--- config.mk ---
export PLATFORM = sky130hd
export DESIGN_NAME = x10_camera_switch_controller
export DESIGN_NICKNAME = d
export VERILOG_FILES = /design/src/design/x10cs_pkg.sv /design/src/design/x10_camera_switch_controller.sv /design/src/design/x10cs_datapath.sv /design/src/design/x10cs_control.sv
export SDC_FILE = /design/constraint.sdc
export NUM_CORES = 1
export LEC_CHECK = 0
export CAP_MARGIN = 20
export CORE_MARGIN = 1.5
export CORE_UTILIZATION = 55
export CTS_CLUSTER_DIAMETER = 150
export DETAILED_ROUTE_END_ITERATION = 10
export DONT_BUFFER_PORTS = 1
export PLACE_DENSITY = 0.68
export SLEW_MARGIN = 20
export SYNTH_ARGS = -nofsm -noshare
export SYNTH_HDL_FRONTEND = slang
export SYNTH_SLANG_ARGS = --single-unit
--- constraint.sdc ---
create_clock -name clk -period 4.8 [get_ports clk]
set_input_delay 0 -clock clk [delete_from_list [all_inputs] [get_ports clk]]
set_output_delay 0 -clock clk [all_outputs]
set_load 0.01 [all_outputs]
--- src/design/x10cs_pkg.sv ---
`timescale 1ns / 1ps
`default_nettype none
package x10cs_pkg;

  localparam int MAX_PACKET = 9;
  localparam int IDLE_TICKS = 13;
  localparam int TIME_TICKS = 60;

  localparam logic [7:0] POLL_BYTE     = 8'h5A;
  localparam logic [7:0] ACK_BYTE      = 8'hC3;
  localparam logic [7:0] TIME_REQ_BYTE = 8'hA5;
  localparam logic [7:0] TIME_CMD_BYTE = 8'h9B;
  localparam logic [7:0] MENU_BYTE     = 8'h21;
  localparam logic [3:0] FN_ON  = 4'h2;
  localparam logic [3:0] FN_OFF = 4'h3;
  localparam logic [3:0] UNIT1 = 4'h6;
  localparam logic [3:0] UNIT2 = 4'hE;
  localparam logic [3:0] UNIT3 = 4'h2;
  localparam logic [3:0] UNIT4 = 4'hA;
  localparam logic [3:0] UNIT5 = 4'h1;
  localparam logic [3:0] UNIT6 = 4'h9;

  localparam logic [1:0] OP_BYTE = 2'd0;
  localparam logic [1:0] OP_TICK = 2'd1;
  localparam logic [1:0] OP_IDLE = 2'd2;
  localparam logic [1:0] OP_NONE = 2'd3;

  localparam logic [1:0] IDLE_SCAN = 2'd0;
  localparam logic [1:0] IDLE_CAM1 = 2'd1;

  localparam logic [1:0] REG_MAX_CAMERA  = 2'd0;
  localparam logic [1:0] REG_SCAN_PERIOD = 2'd1;
  localparam logic [1:0] REG_HOUSE_CODE  = 2'd2;
  localparam logic [1:0] REG_IDLE_MODE   = 2'd3;

  typedef struct packed {
    logic [1:0] opcode;
    logic [7:0] rx_byte;
  } in_item_t;

  typedef struct packed {
    logic       tx_valid;
    logic [7:0] tx_byte;
    logic [3:0] video_enable;
    logic       scanning;
    logic       last;
  } out_item_t;

  // commands from controller to datapath
  typedef struct packed {
    logic load;      // take the item and apply its immediate effect
    logic pkt_step;  // process one packet byte
    logic pkt_init;  // start packet processing
  } dp_cmd_t;

  // status from datapath to controller
  typedef struct packed {
    logic       ack;       // item needs an ack byte
    logic       tmsg;      // item needs a time message
    logic       pkt_run;   // packet bytes still to process
    logic [7:0] house_byte;
  } dp_stat_t;

  function automatic logic [3:0] house_map(input logic [3:0] h);
    logic [3:0] r;
    case (h)
      4'd0: r = 4'h6;   4'd1: r = 4'hE;   4'd2: r = 4'h2;   4'd3: r = 4'hA;
      4'd4: r = 4'h1;   4'd5: r = 4'h9;   4'd6: r = 4'h5;   4'd7: r = 4'hD;
      4'd8: r = 4'h7;   4'd9: r = 4'hF;   4'd10: r = 4'h3;  4'd11: r = 4'hB;
      4'd12: r = 4'h0;  4'd13: r = 4'h8;  4'd14: r = 4'h4;  default: r = 4'hC;
    endcase
    return r;
  endfunction

endpackage
`default_nettype wire

--- src/design/x10_camera_switch_controller.sv ---
`timescale 1ns / 1ps
`default_nettype none
// Camera switch controller: takes serial bytes, five-second ticks and start-up
// idle requests as items and gives one result per byte to transmit (ack, time
// message) or a single result if none, with the video enable and scan state
// after the item. One item at a time: the item is loaded as it is accepted in
// the idle state and its flags are read in the loaded state; a completed packet
// is then worked through in a set-up state and a step state for each code byte,
// then the results are given one at a time, held while the output stalls.
module x10_camera_switch_controller (
  input  wire logic                  clk,
  input  wire logic                  rst,
  input  wire logic                  in_valid,
  output logic                       in_stall,
  input  wire x10cs_pkg::in_item_t   in_data,
  output logic                       out_valid,
  input  wire logic                  out_stall,
  output x10cs_pkg::out_item_t       out_data,
  input  wire logic                  psel,
  input  wire logic                  penable,
  input  wire logic                  pwrite,
  input  wire logic [3:0]            paddr,
  input  wire logic [31:0]           pwdata,
  output logic [31:0]                prdata,
  output logic                       pready
);
  import x10cs_pkg::*;

  logic [2:0] max_camera, scan_period;
  logic [3:0] house_code;
  logic [1:0] idle_mode;
  dp_cmd_t cmd;
  dp_stat_t stat;
  logic [3:0] video_enable;
  logic scanning;

  assign pready = 1'b1;

  always_ff @(posedge clk) begin
    if (rst) begin
      max_camera <= 3'd4; scan_period <= 3'd0; house_code <= 4'd15; idle_mode <= 2'd0;
    end else if (psel && penable && pwrite && paddr[1:0] == 2'b00) begin
      case (paddr[3:2])
        REG_MAX_CAMERA:  max_camera <= pwdata[2:0];
        REG_SCAN_PERIOD: scan_period <= pwdata[2:0];
        REG_HOUSE_CODE:  house_code <= pwdata[3:0];
        REG_IDLE_MODE:   idle_mode <= pwdata[1:0];
        default: ;
      endcase
    end
  end

  always_comb begin
    case (paddr[3:2])
      REG_MAX_CAMERA:  prdata = {29'd0, max_camera};
      REG_SCAN_PERIOD: prdata = {29'd0, scan_period};
      REG_HOUSE_CODE:  prdata = {28'd0, house_code};
      REG_IDLE_MODE:   prdata = {30'd0, idle_mode};
      default:         prdata = 32'd0;
    endcase
  end

  x10cs_datapath u_dp (
    .clk, .rst, .item(in_data), .cmd, .max_camera, .scan_period, .house_code,
    .idle_mode, .stat, .video_enable, .scanning
  );

  x10cs_control u_ctl (
    .clk, .rst, .in_valid, .in_stall, .out_item(out_data), .out_valid, .out_stall,
    .cmd, .stat, .video_enable, .scanning
  );

endmodule
`default_nettype wire

--- src/design/x10cs_datapath.sv ---
`timescale 1ns / 1ps
`default_nettype none
module x10cs_datapath (
  input  wire logic                clk,
  input  wire logic                rst,
  input  wire x10cs_pkg::in_item_t item,
  input  wire x10cs_pkg::dp_cmd_t  cmd,
  input  wire logic [2:0]          max_camera,
  input  wire logic [2:0]          scan_period,
  input  wire logic [3:0]          house_code,
  input  wire logic [1:0]          idle_mode,
  output x10cs_pkg::dp_stat_t      stat,
  output logic [3:0]               video_enable,
  output logic                     scanning
);
  import x10cs_pkg::*;

  logic [2:0] camera, camera_next;
  logic [3:0] idle_count, idle_count_next;
  logic [2:0] scan_ticks, scan_ticks_next;
  logic [5:0] time_ticks, time_ticks_next;
  logic time_pending, time_pending_next;
  logic first_byte_pending, first_byte_pending_next;
  logic receiving, receiving_next;
  logic [3:0] expected_count, expected_count_next;
  logic [3:0] fill_index, fill_index_next;
  logic address_valid, address_valid_next;
  logic [3:0] latched_house, latched_house_next;
  logic [3:0] latched_unit, latched_unit_next;
  logic ack, ack_next, tmsg, tmsg_next;
  logic [7:0] packet_store [MAX_PACKET];
  logic [7:0] mask, mask_next;
  logic [3:0] px, px_next;
  logic pkt_run, pkt_run_next;
  logic store_we;
  logic [3:0] hmap;
  logic [7:0] b;
  logic [2:0] uc, top, nxt;

  assign hmap = house_map(house_code);
  assign stat.ack = ack;
  assign stat.tmsg = tmsg;
  assign stat.pkt_run = pkt_run;
  assign stat.house_byte = {hmap, 4'h0};
  assign scanning = (idle_count == 4'd0);
  assign b = packet_store[px];
  assign top = (max_camera > 3'd4) ? 3'd4 : max_camera;
  assign nxt = (camera + 3'd1 > top) ? 3'd1 : camera + 3'd1;

  always_comb begin
    case (camera)
      3'd1: video_enable = 4'b0001;
      3'd2: video_enable = 4'b0010;
      3'd3: video_enable = 4'b0100;
      3'd4: video_enable = 4'b1000;
      default: video_enable = 4'b0000;
    endcase
    case (latched_unit)
      UNIT1: uc = 3'd1;
      UNIT2: uc = 3'd2;
      UNIT3: uc = 3'd3;
      UNIT4: uc = 3'd4;
      default: uc = 3'd0;
    endcase
  end

  always_comb begin
    camera_next = camera; idle_count_next = idle_count;
    scan_ticks_next = scan_ticks; time_ticks_next = time_ticks;
    time_pending_next = time_pending; first_byte_pending_next = first_byte_pending;
    receiving_next = receiving; expected_count_next = expected_count;
    fill_index_next = fill_index; address_valid_next = address_valid;
    latched_house_next = latched_house; latched_unit_next = latched_unit;
    ack_next = ack; tmsg_next = tmsg; mask_next = mask; px_next = px;
    pkt_run_next = pkt_run; store_we = 1'b0;
    if (cmd.load) begin
      ack_next = 1'b0; tmsg_next = 1'b0; pkt_run_next = 1'b0;
      case (item.opcode)
        OP_BYTE: begin
          if (first_byte_pending && item.rx_byte != MENU_BYTE) begin
            first_byte_pending_next = 1'b0;
          end
          if (!receiving) begin
            if (item.rx_byte == POLL_BYTE) begin
              ack_next = 1'b1; receiving_next = 1'b1;
              expected_count_next = 4'd0; fill_index_next = 4'd0;
            end
            if (item.rx_byte == TIME_REQ_BYTE || time_pending ||
                (first_byte_pending && item.rx_byte != MENU_BYTE)) begin
              tmsg_next = 1'b1;
              time_pending_next = 1'b0;
            end
          end else begin
            if (first_byte_pending && item.rx_byte != MENU_BYTE) time_pending_next = 1'b1;
            if (expected_count == 4'd0) begin
              if (item.rx_byte > 8'(MAX_PACKET)) receiving_next = 1'b0;
              else expected_count_next = item.rx_byte[3:0];
            end else begin
              store_we = (fill_index < 4'(MAX_PACKET));
              fill_index_next = fill_index + 4'd1;
              if (fill_index + 4'd1 >= expected_count) begin
                receiving_next = 1'b0;
                // packet_store[0] may be this byte
                pkt_run_next = 1'b1;
              end
            end
          end
        end
        OP_TICK: begin
          if (idle_count == 4'd0) begin
            if (scan_ticks >= scan_period) begin
              first_byte_pending_next = 1'b0;
              camera_next = nxt; scan_ticks_next = 3'd0;
            end else begin
              scan_ticks_next = scan_ticks + 3'd1;
            end
          end else if ({1'b0, idle_count} + 5'd1 > 5'(IDLE_TICKS)) begin
            idle_count_next = 4'd1;
            if (idle_mode == IDLE_SCAN) idle_count_next = 4'd0;
            else if (idle_mode == IDLE_CAM1) camera_next = 3'd1;
          end else begin
            idle_count_next = idle_count + 4'd1;
          end
          if ({1'b0, time_ticks} + 7'd1 > 7'(TIME_TICKS)) begin
            time_pending_next = 1'b1; time_ticks_next = 6'd0;
          end else begin
            time_ticks_next = time_ticks + 6'd1;
          end
        end
        OP_IDLE: begin
          idle_count_next = 4'd1;
          if (idle_mode == IDLE_SCAN) idle_count_next = 4'd0;
          else if (idle_mode == IDLE_CAM1) camera_next = 3'd1;
        end
        default: ;
      endcase
    end else if (cmd.pkt_init) begin
      mask_next = packet_store[0];
      px_next = 4'd1;
      pkt_run_next = (expected_count > 4'd1);
    end else if (cmd.pkt_step) begin
      if (mask[0]) begin
        if (address_valid && latched_house == hmap) begin
          if (b[3:0] == FN_ON) begin
            if (uc != 3'd0) begin
              camera_next = uc; idle_count_next = 4'd1;
            end else if (latched_unit == UNIT5) begin
              idle_count_next = 4'd0;
            end else if (latched_unit == UNIT6) begin
              camera_next = (camera <= 3'd1) ? 3'd4 : camera - 3'd1;
              idle_count_next = 4'd1;
            end
          end else if (b[3:0] == FN_OFF) begin
            if (uc != 3'd0 && uc == camera) begin
              if (idle_mode == IDLE_SCAN) idle_count_next = 4'd0;
              else if (idle_mode == IDLE_CAM1) begin
                camera_next = 3'd1; idle_count_next = 4'd1;
              end
            end else if (latched_unit == UNIT5) begin
              camera_next = 3'd0; idle_count_next = 4'd1;
            end else if (latched_unit == UNIT6) begin
              camera_next = (camera >= 3'd4) ? 3'd1 : camera + 3'd1;
              idle_count_next = 4'd1;
            end
          end
        end
      end else begin
        latched_house_next = b[7:4]; latched_unit_next = b[3:0];
        address_valid_next = 1'b1;
      end
      mask_next = {1'b0, mask[7:1]};
      px_next = px + 4'd1;
      pkt_run_next = (px + 4'd1 < expected_count) && (px + 4'd1 < 4'(MAX_PACKET));
    end
  end

  always_ff @(posedge clk) begin
    if (store_we) packet_store[fill_index] <= item.rx_byte;
    mask <= mask_next;
    px <= px_next;
  end

  always_ff @(posedge clk) begin
    if (rst) begin
      camera <= 3'd1; idle_count <= 4'd1; scan_ticks <= 3'd0; time_ticks <= 6'd0;
      time_pending <= 1'b0; first_byte_pending <= 1'b1; receiving <= 1'b0;
      expected_count <= 4'd0; fill_index <= 4'd0; address_valid <= 1'b0;
      latched_house <= 4'd0; latched_unit <= 4'd0;
      ack <= 1'b0; tmsg <= 1'b0; pkt_run <= 1'b0;
    end else begin
      camera <= camera_next; idle_count <= idle_count_next;
      scan_ticks <= scan_ticks_next; time_ticks <= time_ticks_next;
      time_pending <= time_pending_next; first_byte_pending <= first_byte_pending_next;
      receiving <= receiving_next; expected_count <= expected_count_next;
      fill_index <= fill_index_next; address_valid <= address_valid_next;
      latched_house <= latched_house_next; latched_unit <= latched_unit_next;
      ack <= ack_next; tmsg <= tmsg_next; pkt_run <= pkt_run_next;
    end
  end

endmodule
`default_nettype wire

--- src/design/x10cs_control.sv ---
`timescale 1ns / 1ps
`default_nettype none
module x10cs_control (
  input  wire logic                 clk,
  input  wire logic                 rst,
  input  wire logic                 in_valid,
  output logic                      in_stall,
  output x10cs_pkg::out_item_t      out_item,
  output logic                      out_valid,
  input  wire logic                 out_stall,
  output x10cs_pkg::dp_cmd_t        cmd,
  input  wire x10cs_pkg::dp_stat_t  stat,
  input  wire logic [3:0]           video_enable,
  input  wire logic                 scanning
);
  import x10cs_pkg::*;

  typedef enum logic [2:0] {S_IDLE, S_LOADED, S_PINIT, S_PSTEP, S_EMIT} state_t;

  state_t state;
  logic [2:0] n_tx, k;
  logic [7:0] byte_k;
  logic [2:0] tk;
  logic take;

  assign take = !out_valid || !out_stall;
  assign in_stall = (state != S_IDLE);

  always_comb begin
    cmd = '0;
    cmd.load = (state == S_IDLE) && in_valid;
    cmd.pkt_init = (state == S_PINIT);
    cmd.pkt_step = (state == S_PSTEP) && stat.pkt_run;
  end

  // byte k of the transmit sequence: optional ack, then the time message
  always_comb begin
    tk = stat.ack ? k - 3'd1 : k;
    if (stat.ack && k == 3'd0) byte_k = ACK_BYTE;
    else if (tk == 3'd0) byte_k = TIME_CMD_BYTE;
    else if (tk == 3'd6) byte_k = stat.house_byte;
    else byte_k = 8'h00;
  end

  always_ff @(posedge clk) begin
    if (rst) begin
      state <= S_IDLE; out_valid <= 1'b0; k <= 3'd0; n_tx <= 3'd0;
      out_item <= '0;
    end else begin
      if (out_valid && !out_stall) out_valid <= 1'b0;
      case (state)
        S_IDLE: if (in_valid) state <= S_LOADED;
        S_LOADED: begin
          n_tx <= (stat.ack ? 3'd1 : 3'd0) + (stat.tmsg ? 3'd7 : 3'd0);
          k <= 3'd0;
          state <= stat.pkt_run ? S_PINIT : S_EMIT;
        end
        S_PINIT: state <= S_PSTEP;
        S_PSTEP: if (!stat.pkt_run) state <= S_EMIT;
        S_EMIT: if (take) begin
          out_valid <= 1'b1;
          out_item.video_enable <= video_enable;
          out_item.scanning <= scanning;
          if (n_tx == 3'd0 && !(stat.ack && stat.tmsg)) begin
            out_item.tx_valid <= 1'b0; out_item.tx_byte <= 8'h00;
            out_item.last <= 1'b1;
            state <= S_IDLE;
          end else begin
            out_item.tx_valid <= 1'b1; out_item.tx_byte <= byte_k;
            out_item.last <= (k == n_tx - 3'd1);
            k <= k + 3'd1;
            if (k == n_tx - 3'd1) state <= S_IDLE;
          end
        end
        default: state <= S_IDLE;
      endcase
    end
  end

endmodule
`default_nettype wire
==> out/results.ini, run 1 <==
[clock_network]
cts_buffers=17
cts_setup_buffers=0
worstSkewPairLatency_ns=0.43
clkTransAtPathRegs_ns=0.07
htreeDepth=4
postCtsHoldBufs=25
cts_tree=built
cts.path.max_buffers=2
root_buffer=clkbuf_16
cts_resized=0
cts_sinks=165

[timing]
holdWs_ns=0.0105
fin_ws_ns=1.51
tightest_slew_ns=0.785
final_hold_viol_count=0
rsz0062_at_grt=no
skew_ns=0.00857
period_share=0.686
max_freq_mhz=304
setup_viol=0
finalMaxSlewViolations=0
period_needed_ns=3.29
slew_headroom=0.475
tns_ns=0

[floorplanning]
die_h_microns=125
dieArea_sq_mm=0.0157
start_util=0.565
die_w_microns=125
fp-row-count=44
core_sq_mm=0.0146
io-pin-count=103

[power]
power_w=0.00298
ir_drop_mv=0.225
cellPowerDensity_mw_per_mm2=330
p_leak_nw=3.47

[synth]
ys_seq_elements=165
syn_inst=763
synth_async_sr_flop_share=0
ys.flop_type=edfxtp_1
yosys_warnings=0
syn-cell-area_sq_mm=0.00824
synth_cell_type_count=67
synth-edff-count=84
avgSynthCellArea_sq_um=10.8
ys_seq_area_frac=0.503

[placed_design]
dp_hpwl_microns=12000
port_buffers=0
place_area_sq_mm=0.00823
gp_congestion=0.859
dp_slack_ns=1.49

[cells_and_area]
drive_above_1_share=0.0872
fin_area_sq_mm=0.00905
area_delta_synth_final_pct=9.83
ff_latch_area_sq_mm=0.00414
nets=871
fillers=1153
multi_input_area_sq_mm=0.00370

[setup_path]
start_kind=register
cp-end-kind=register
critPathBufInv=1
crit_chain=buf_4 -> mux2i_1 -> mux4_2 -> o21ai_1 -> or4_4 -> a21boi_4 -> o41a_1 -> a311o_1
path_max_fanout=13
max_stage_delay_ns=0.74
crit_type=register to register
required_ns=5.12
critPathSlowestCell=dfxtp_1
cp.arrival_ns=3.61
cp_top_family=compound AO/OA/AOI/OAI gates

[global_routing]
antenna_found_initial=1
grt_max_degree=61
grt_remaining_overflow=0
grt_pass1_vias=5504
grt_pass1_wl_microns=28500
track_usage=0.232

[drt]
vias=5791
ant_nets=0
wirelength_microns=18000
wl_per_cell_microns=18.4
drc_errors=0
routed_via_density=5.93
first_pass_iters=6
drt_iter0_drc=484

[min_path]
hp-class=primary input to register

[flow_run]
maxCapViolCount=0

[outcome]
status=completed

logic make-up after synthesis:
logic type	after synthesis	synth area share
other	2	0.000912
and+or+nand+nor	251	0.150
xor gates and xnor gates	23	0.0245
DFF	165	0.503
AOI/OAI and AO/OA	124	0.0990
buffers and inverters	95	0.0610
muxes	63	0.101
adders and majority gates	40	0.0607
power breakdown:
group          internal, W  switching [W]
clock             0.000673       0.000587
sequential         0.00149      0.0000252
combinational    0.0000814       0.000125
cells in the mapped netlist, types with 9 or more instances:
| cell type | instances | area, sq um |
|---|---|---|
| inv_1 | 34 | 128 |
| nand3_1 | 19 | 95.1 |
| nand2_1 | 60 | 225 |
| nor3_1 | 23 | 115 |
| edfxtp_1 | 84 | 2520 |
| ha_1 | 40 | 500 |
| nand2b_1 | 9 | 56.3 |
| mux2i_1 | 40 | 400 |
| nor2b_1 | 12 | 75.1 |
| buf_4 | 32 | 240 |
| o21ai_0 | 22 | 110 |
| xor2_1 | 15 | 131 |
| dfxtp_1 | 81 | 1620 |
| a21oi_1 | 36 | 180 |
| mux4_2 | 15 | 338 |
| clkbuf_1 | 24 | 90.1 |
| nor2_1 | 79 | 297 |
final timing paths:
path,startpoint,end,slack [ns],cells after the start
max,register,u_dp.camera[0]$_SDFFE_PP1P_,1.51,8
min,in_valid,u_dp.tmsg$_SDFFE_PP0P_,0.01,3
max reg2reg,register,u_dp.camera[0]$_SDFFE_PP1P_,1.51,8
min reg2reg,u_dp.address_valid$_SDFFE_PP0P_,u_dp.address_valid$_SDFFE_PP0P_,0.47,2
stage by stage:
stage / util / std cells
after CTS: 0.620 / 975
after global routing: 0.620 / 975
after detailed placement: 0.564 / 918
after global placement: 0.564 / 918
final: 0.620 / 976
after floorplan: - / 791
tightest hold or removal path: stages:
cell	delay, ns
nand2_1	0.19
nand2_1	0.13
a21oi_1	0.06
cell type report:
class,instances,share of cell area
Inverter,34,0.0141
Tap cell,184,0.0254
Clock buffer,17,0.0470
Multi-Input combinational cell,531,0.409
Timing Repair Buffer,29,0.0329
Sequential cell,165,0.458
Clock inverter,15,0.0131
Antenna cell,1,0.000277
cell usage in the layout (no fill, tap or decap), types with 6 or more instances in the layout:
cell,Yosys,routed
inv_1,34,34
conb_1,2,30
o21ai_1,7,7
dlygate4sd3_1,0,24
a31oi_1,7,7
and3_1,6,6
nand3_1,19,19
edfxtp_1,84,84
nand2b_1,9,9
clkbuf_16,0,17
a21oi_1,36,36
dfxtp_1,81,81
mux2_2,8,8
o21ai_0,22,22
nor2_1,79,79
xnor2_1,8,8
a21o_1,6,6
ha_1,40,40
nor2b_1,12,12
inv_6,0,6
xor2_1,15,15
nor3b_1,8,8
mux2i_1,40,40
nor3_1,23,22
mux4_2,15,15
nand2_1,60,60
state kept, by name (all words and copies together) (netlist names), 6 cells and up, named ones only:
name	flops
u_dp.packet_store	72
u_ctl.out_item	13
u_dp.time_ticks	6
u_dp.mask	8
layer usage:
layer	part of all wire	track usage	vias up	wire length [microns]
met5	0	0	-	0
met4	0.017	0.0802	0	299
met3	0.070	0.0552	28	1250
met2	0.47	0.372	239	8420
met1	0.45	0.310	2789	8000
li1	-	-	2735	-
No activity file was read; power rests on OpenSTA's default activity.
==> run 2: changes to the inputs <==
Settings changed: PLACE_DENSITY 0.68 to 0.71.
Clock period 4.8 ns to 2.8 ns, I/O delays scaled along.
==> run 2 against run 1 <==
- clock power rose by 76%
- global-route usage rose by 0.57 points
- setup slack got worse by 1.4 ns
- total power rose by 74%
- final area rose by 2.3%
- largest cell class unchanged
- largest power group unchanged
==> out/results.ini, run 2 (synthesized netlist as in run 1, its figures left out) <==
[floorplanning]
io-pin-count=103  ; unchanged
die_w_microns=125  ; unchanged
dieArea_sq_mm=0.0157  ; unchanged
die_h_microns=125  ; unchanged
fp-row-count=44  ; unchanged
start_util=0.565  ; unchanged
core_sq_mm=0.0146  ; unchanged

[global_routing]
grt_max_degree=61  ; unchanged
grt_pass1_vias=5710  ; +3.7%
antenna_found_initial=0  ; -1
grt_remaining_overflow=0  ; unchanged
track_usage=0.237  ; +0.00569
grt_pass1_wl_microns=29300  ; +3.0%

[clock_network]
clkTransAtPathRegs_ns=0.07  ; about the same
root_buffer=clkbuf_16
cts_buffers=17  ; unchanged
cts.path.max_buffers=2  ; unchanged
cts_sinks=165  ; unchanged
worstSkewPairLatency_ns=0.43  ; about the same
htreeDepth=4  ; unchanged
cts_tree=built

[placed_design]
place_area_sq_mm=0.00843  ; +2.4%
port_buffers=0  ; unchanged
dp_hpwl_microns=12300  ; +2.5%
gp_congestion=0.899  ; +4.6%

[min_path]
hp-class=primary input to register

[cells_and_area]
fin_area_sq_mm=0.00926  ; +2.3%
top_register=u_dp.packet_store
drive_above_1_share=0.115  ; +0.0281
top_regs=u_dp.packet_store (72), u_ctl.out_item (13), u_dp.mask (8)
nets=895  ; +2.8%
fillers=1090  ; -5.5%
area_delta_synth_final_pct=12.4
largest_reg_flops=72  ; unchanged
layout_common_cells=84 x edfxtp_1, 80 x dfxtp_1, 79 x nor2_1
diodes=0  ; -1
layout_commonest_cell=edfxtp_1

[setup_path]
reg2reg_to=u_dp.camera[0]$_SDFFE_PP1P_
cp.arrival_ns=3.01  ; -0.60 ns
required_ns=3.11  ; -2.01 ns
cp-endpoint=u_dp.camera[0]$_SDFFE_PP1P_
crit_type=register to register
cp-end-kind=register
path_max_fanout=6  ; -7
worst-path-stages=7  ; -1
crit_chain=mux2i_1 -> mux4_2 -> o21a_1 -> or4_4 -> a21boi_4 -> o41a_1 -> a311o_1
r2r_cells=7  ; -1
critPathBufInv=0  ; -1
cp_top_family=compound AO/OA/AOI/OAI gates
start_kind=register
reg2reg_slack_ns=0.10  ; -1.41 ns
critPathSlowestCell=or4_4
max_stage_delay_ns=0.54  ; -0.20 ns

[power]
pwr-share-clk=0.427  ; +0.005
cellPowerDensity_mw_per_mm2=561  ; +70%
power_frac_comb=0.075  ; +0.006
p_leak_nw=3.58  ; +3.3%
ir_drop_mv=0.428  ; +90%
p_int_w=0.00389  ; +73%
switching_share=0.250  ; +0.00336
power_switching_w=0.00130  ; +76%
seqPwrFrac=0.498  ; -0.011

[timing]
slew_headroom=0.447  ; -0.0275
final_hold_viol_count=0  ; unchanged
rsz0062_at_grt=no
skew_ns=0.00823  ; -0.000340 ns
finalMaxSlewViolations=0  ; unchanged
max_freq_mhz=370  ; +22%
holdWs_ns=0.0296  ; +0.0191 ns
period_share=0.964  ; +0.278
setup_viol=0  ; unchanged
period_needed_ns=2.70  ; -0.592 ns
tightest_slew_ns=0.826  ; +0.0410 ns

[drt]
drc_errors=0  ; unchanged
routed_via_density=5.87  ; -1.0%
vias=5866  ; +1.3%
wirelength_microns=17800  ; -0.66%
drt_iter0_drc=470  ; -2.9%
first_pass_iters=6  ; unchanged
ant_nets=0  ; unchanged
wl_per_cell_microns=17.9  ; -2.9%

[flow_run]
maxCapViolCount=0  ; unchanged

[outcome]
status=completed

## run 2: cell count changes in the layout (fill, tap and decap cells not counted), moves of 2 or more
| cell | change |
|---|---|
| clkinvlp_4 | +2 |
| clkinv_8 | +2 |
| clkinv_2 | -2 |
| clkinv_4 | -3 |
| buf_4 | +24 |
## run 2: cell type report
class | instances | area (sq um) | share of cell area
flip-flops and latches | 165 | 4150 | 0.448
multi-input cells | 531 | 3700 | 0.399
repair buffers | 53 | 488 | 0.0527
clock buffers | 18 | 429 | 0.0464
well taps | 184 | 230 | 0.0249
clock inverters | 14 | 138 | 0.0149
inverters | 34 | 128 | 0.0138
## run 2: through the flow
stage                     instances  TNS [ns]  total power (W)  utilization  setup WS (ns)
final                           999         0          0.00519        0.635          0.100
after global placement          943  -0.00564          0.00295        0.578       -0.00564
after detailed placement        943   -0.0658          0.00297        0.578        -0.0658
after global routing            999         0          0.00536        0.635        0.00918
after CTS                       999         0          0.00522        0.634         0.0538
after floorplan                 791         0          0.00292            -         0.0264
## run 2: per-layer routing
metal	GRT usage	vias up	wire length (microns)
met2	0.380	228	8310
met4	0.0889	0	436
li1	-	2782	-
met3	0.0475	33	1190
met5	0	-	0
met1	0.321	2823	7910
## run 2: worst min path at each step
stage	slack, ns	startpoint	cells past startpoint	end
6_report	0.03	paddr[0]	4	scan_period[0]$_SDFFE_PP0P_
4_1_cts	0.004	paddr[2]	3	u_dp.hmap[3]$_SDFF_PP1_
2_1_floorplan	0.1	in_data[0]	0	u_dp.packet_store[0][0]$_DFFE_PP_
3_3_place_gp	0.07	rst	1	u_dp.scan_ticks[2]$_SDFFE_PP0P_
5_1_grt	0.04	paddr[0]	4	scan_period[0]$_SDFFE_PP0P_
3_5_place_dp	0.08	rst	1	u_dp.scan_ticks[2]$_SDFFE_PP0P_
## run 2: power by group through the flow
stage	logic [W]	clock network, W	registers (W)
2_1_floorplan	0.000290	0	0.00263
3_3_place_gp	0.000314	0	0.00264
3_5_place_dp	0.000327	0	0.00264
4_1_cts	0.000386	0.00225	0.00259
5_1_grt	0.000429	0.00235	0.00259
6_report	0.000390	0.00222	0.00259
## run 2: timing repair
action	CTS	global route
pin swaps	0	1
setup buffers	0	0
cloned	0	0
endpoints found under the hold margin	143	0
resized for setup	1	1
hold buffers	24	0
setup endpoints to repair	4	5
## run 2: tightest hold or removal path: stages
cell and delay, ns:
nor3_1 0.06, nand2_1 0.15, mux2i_1 0.10, nor2_1 0.10
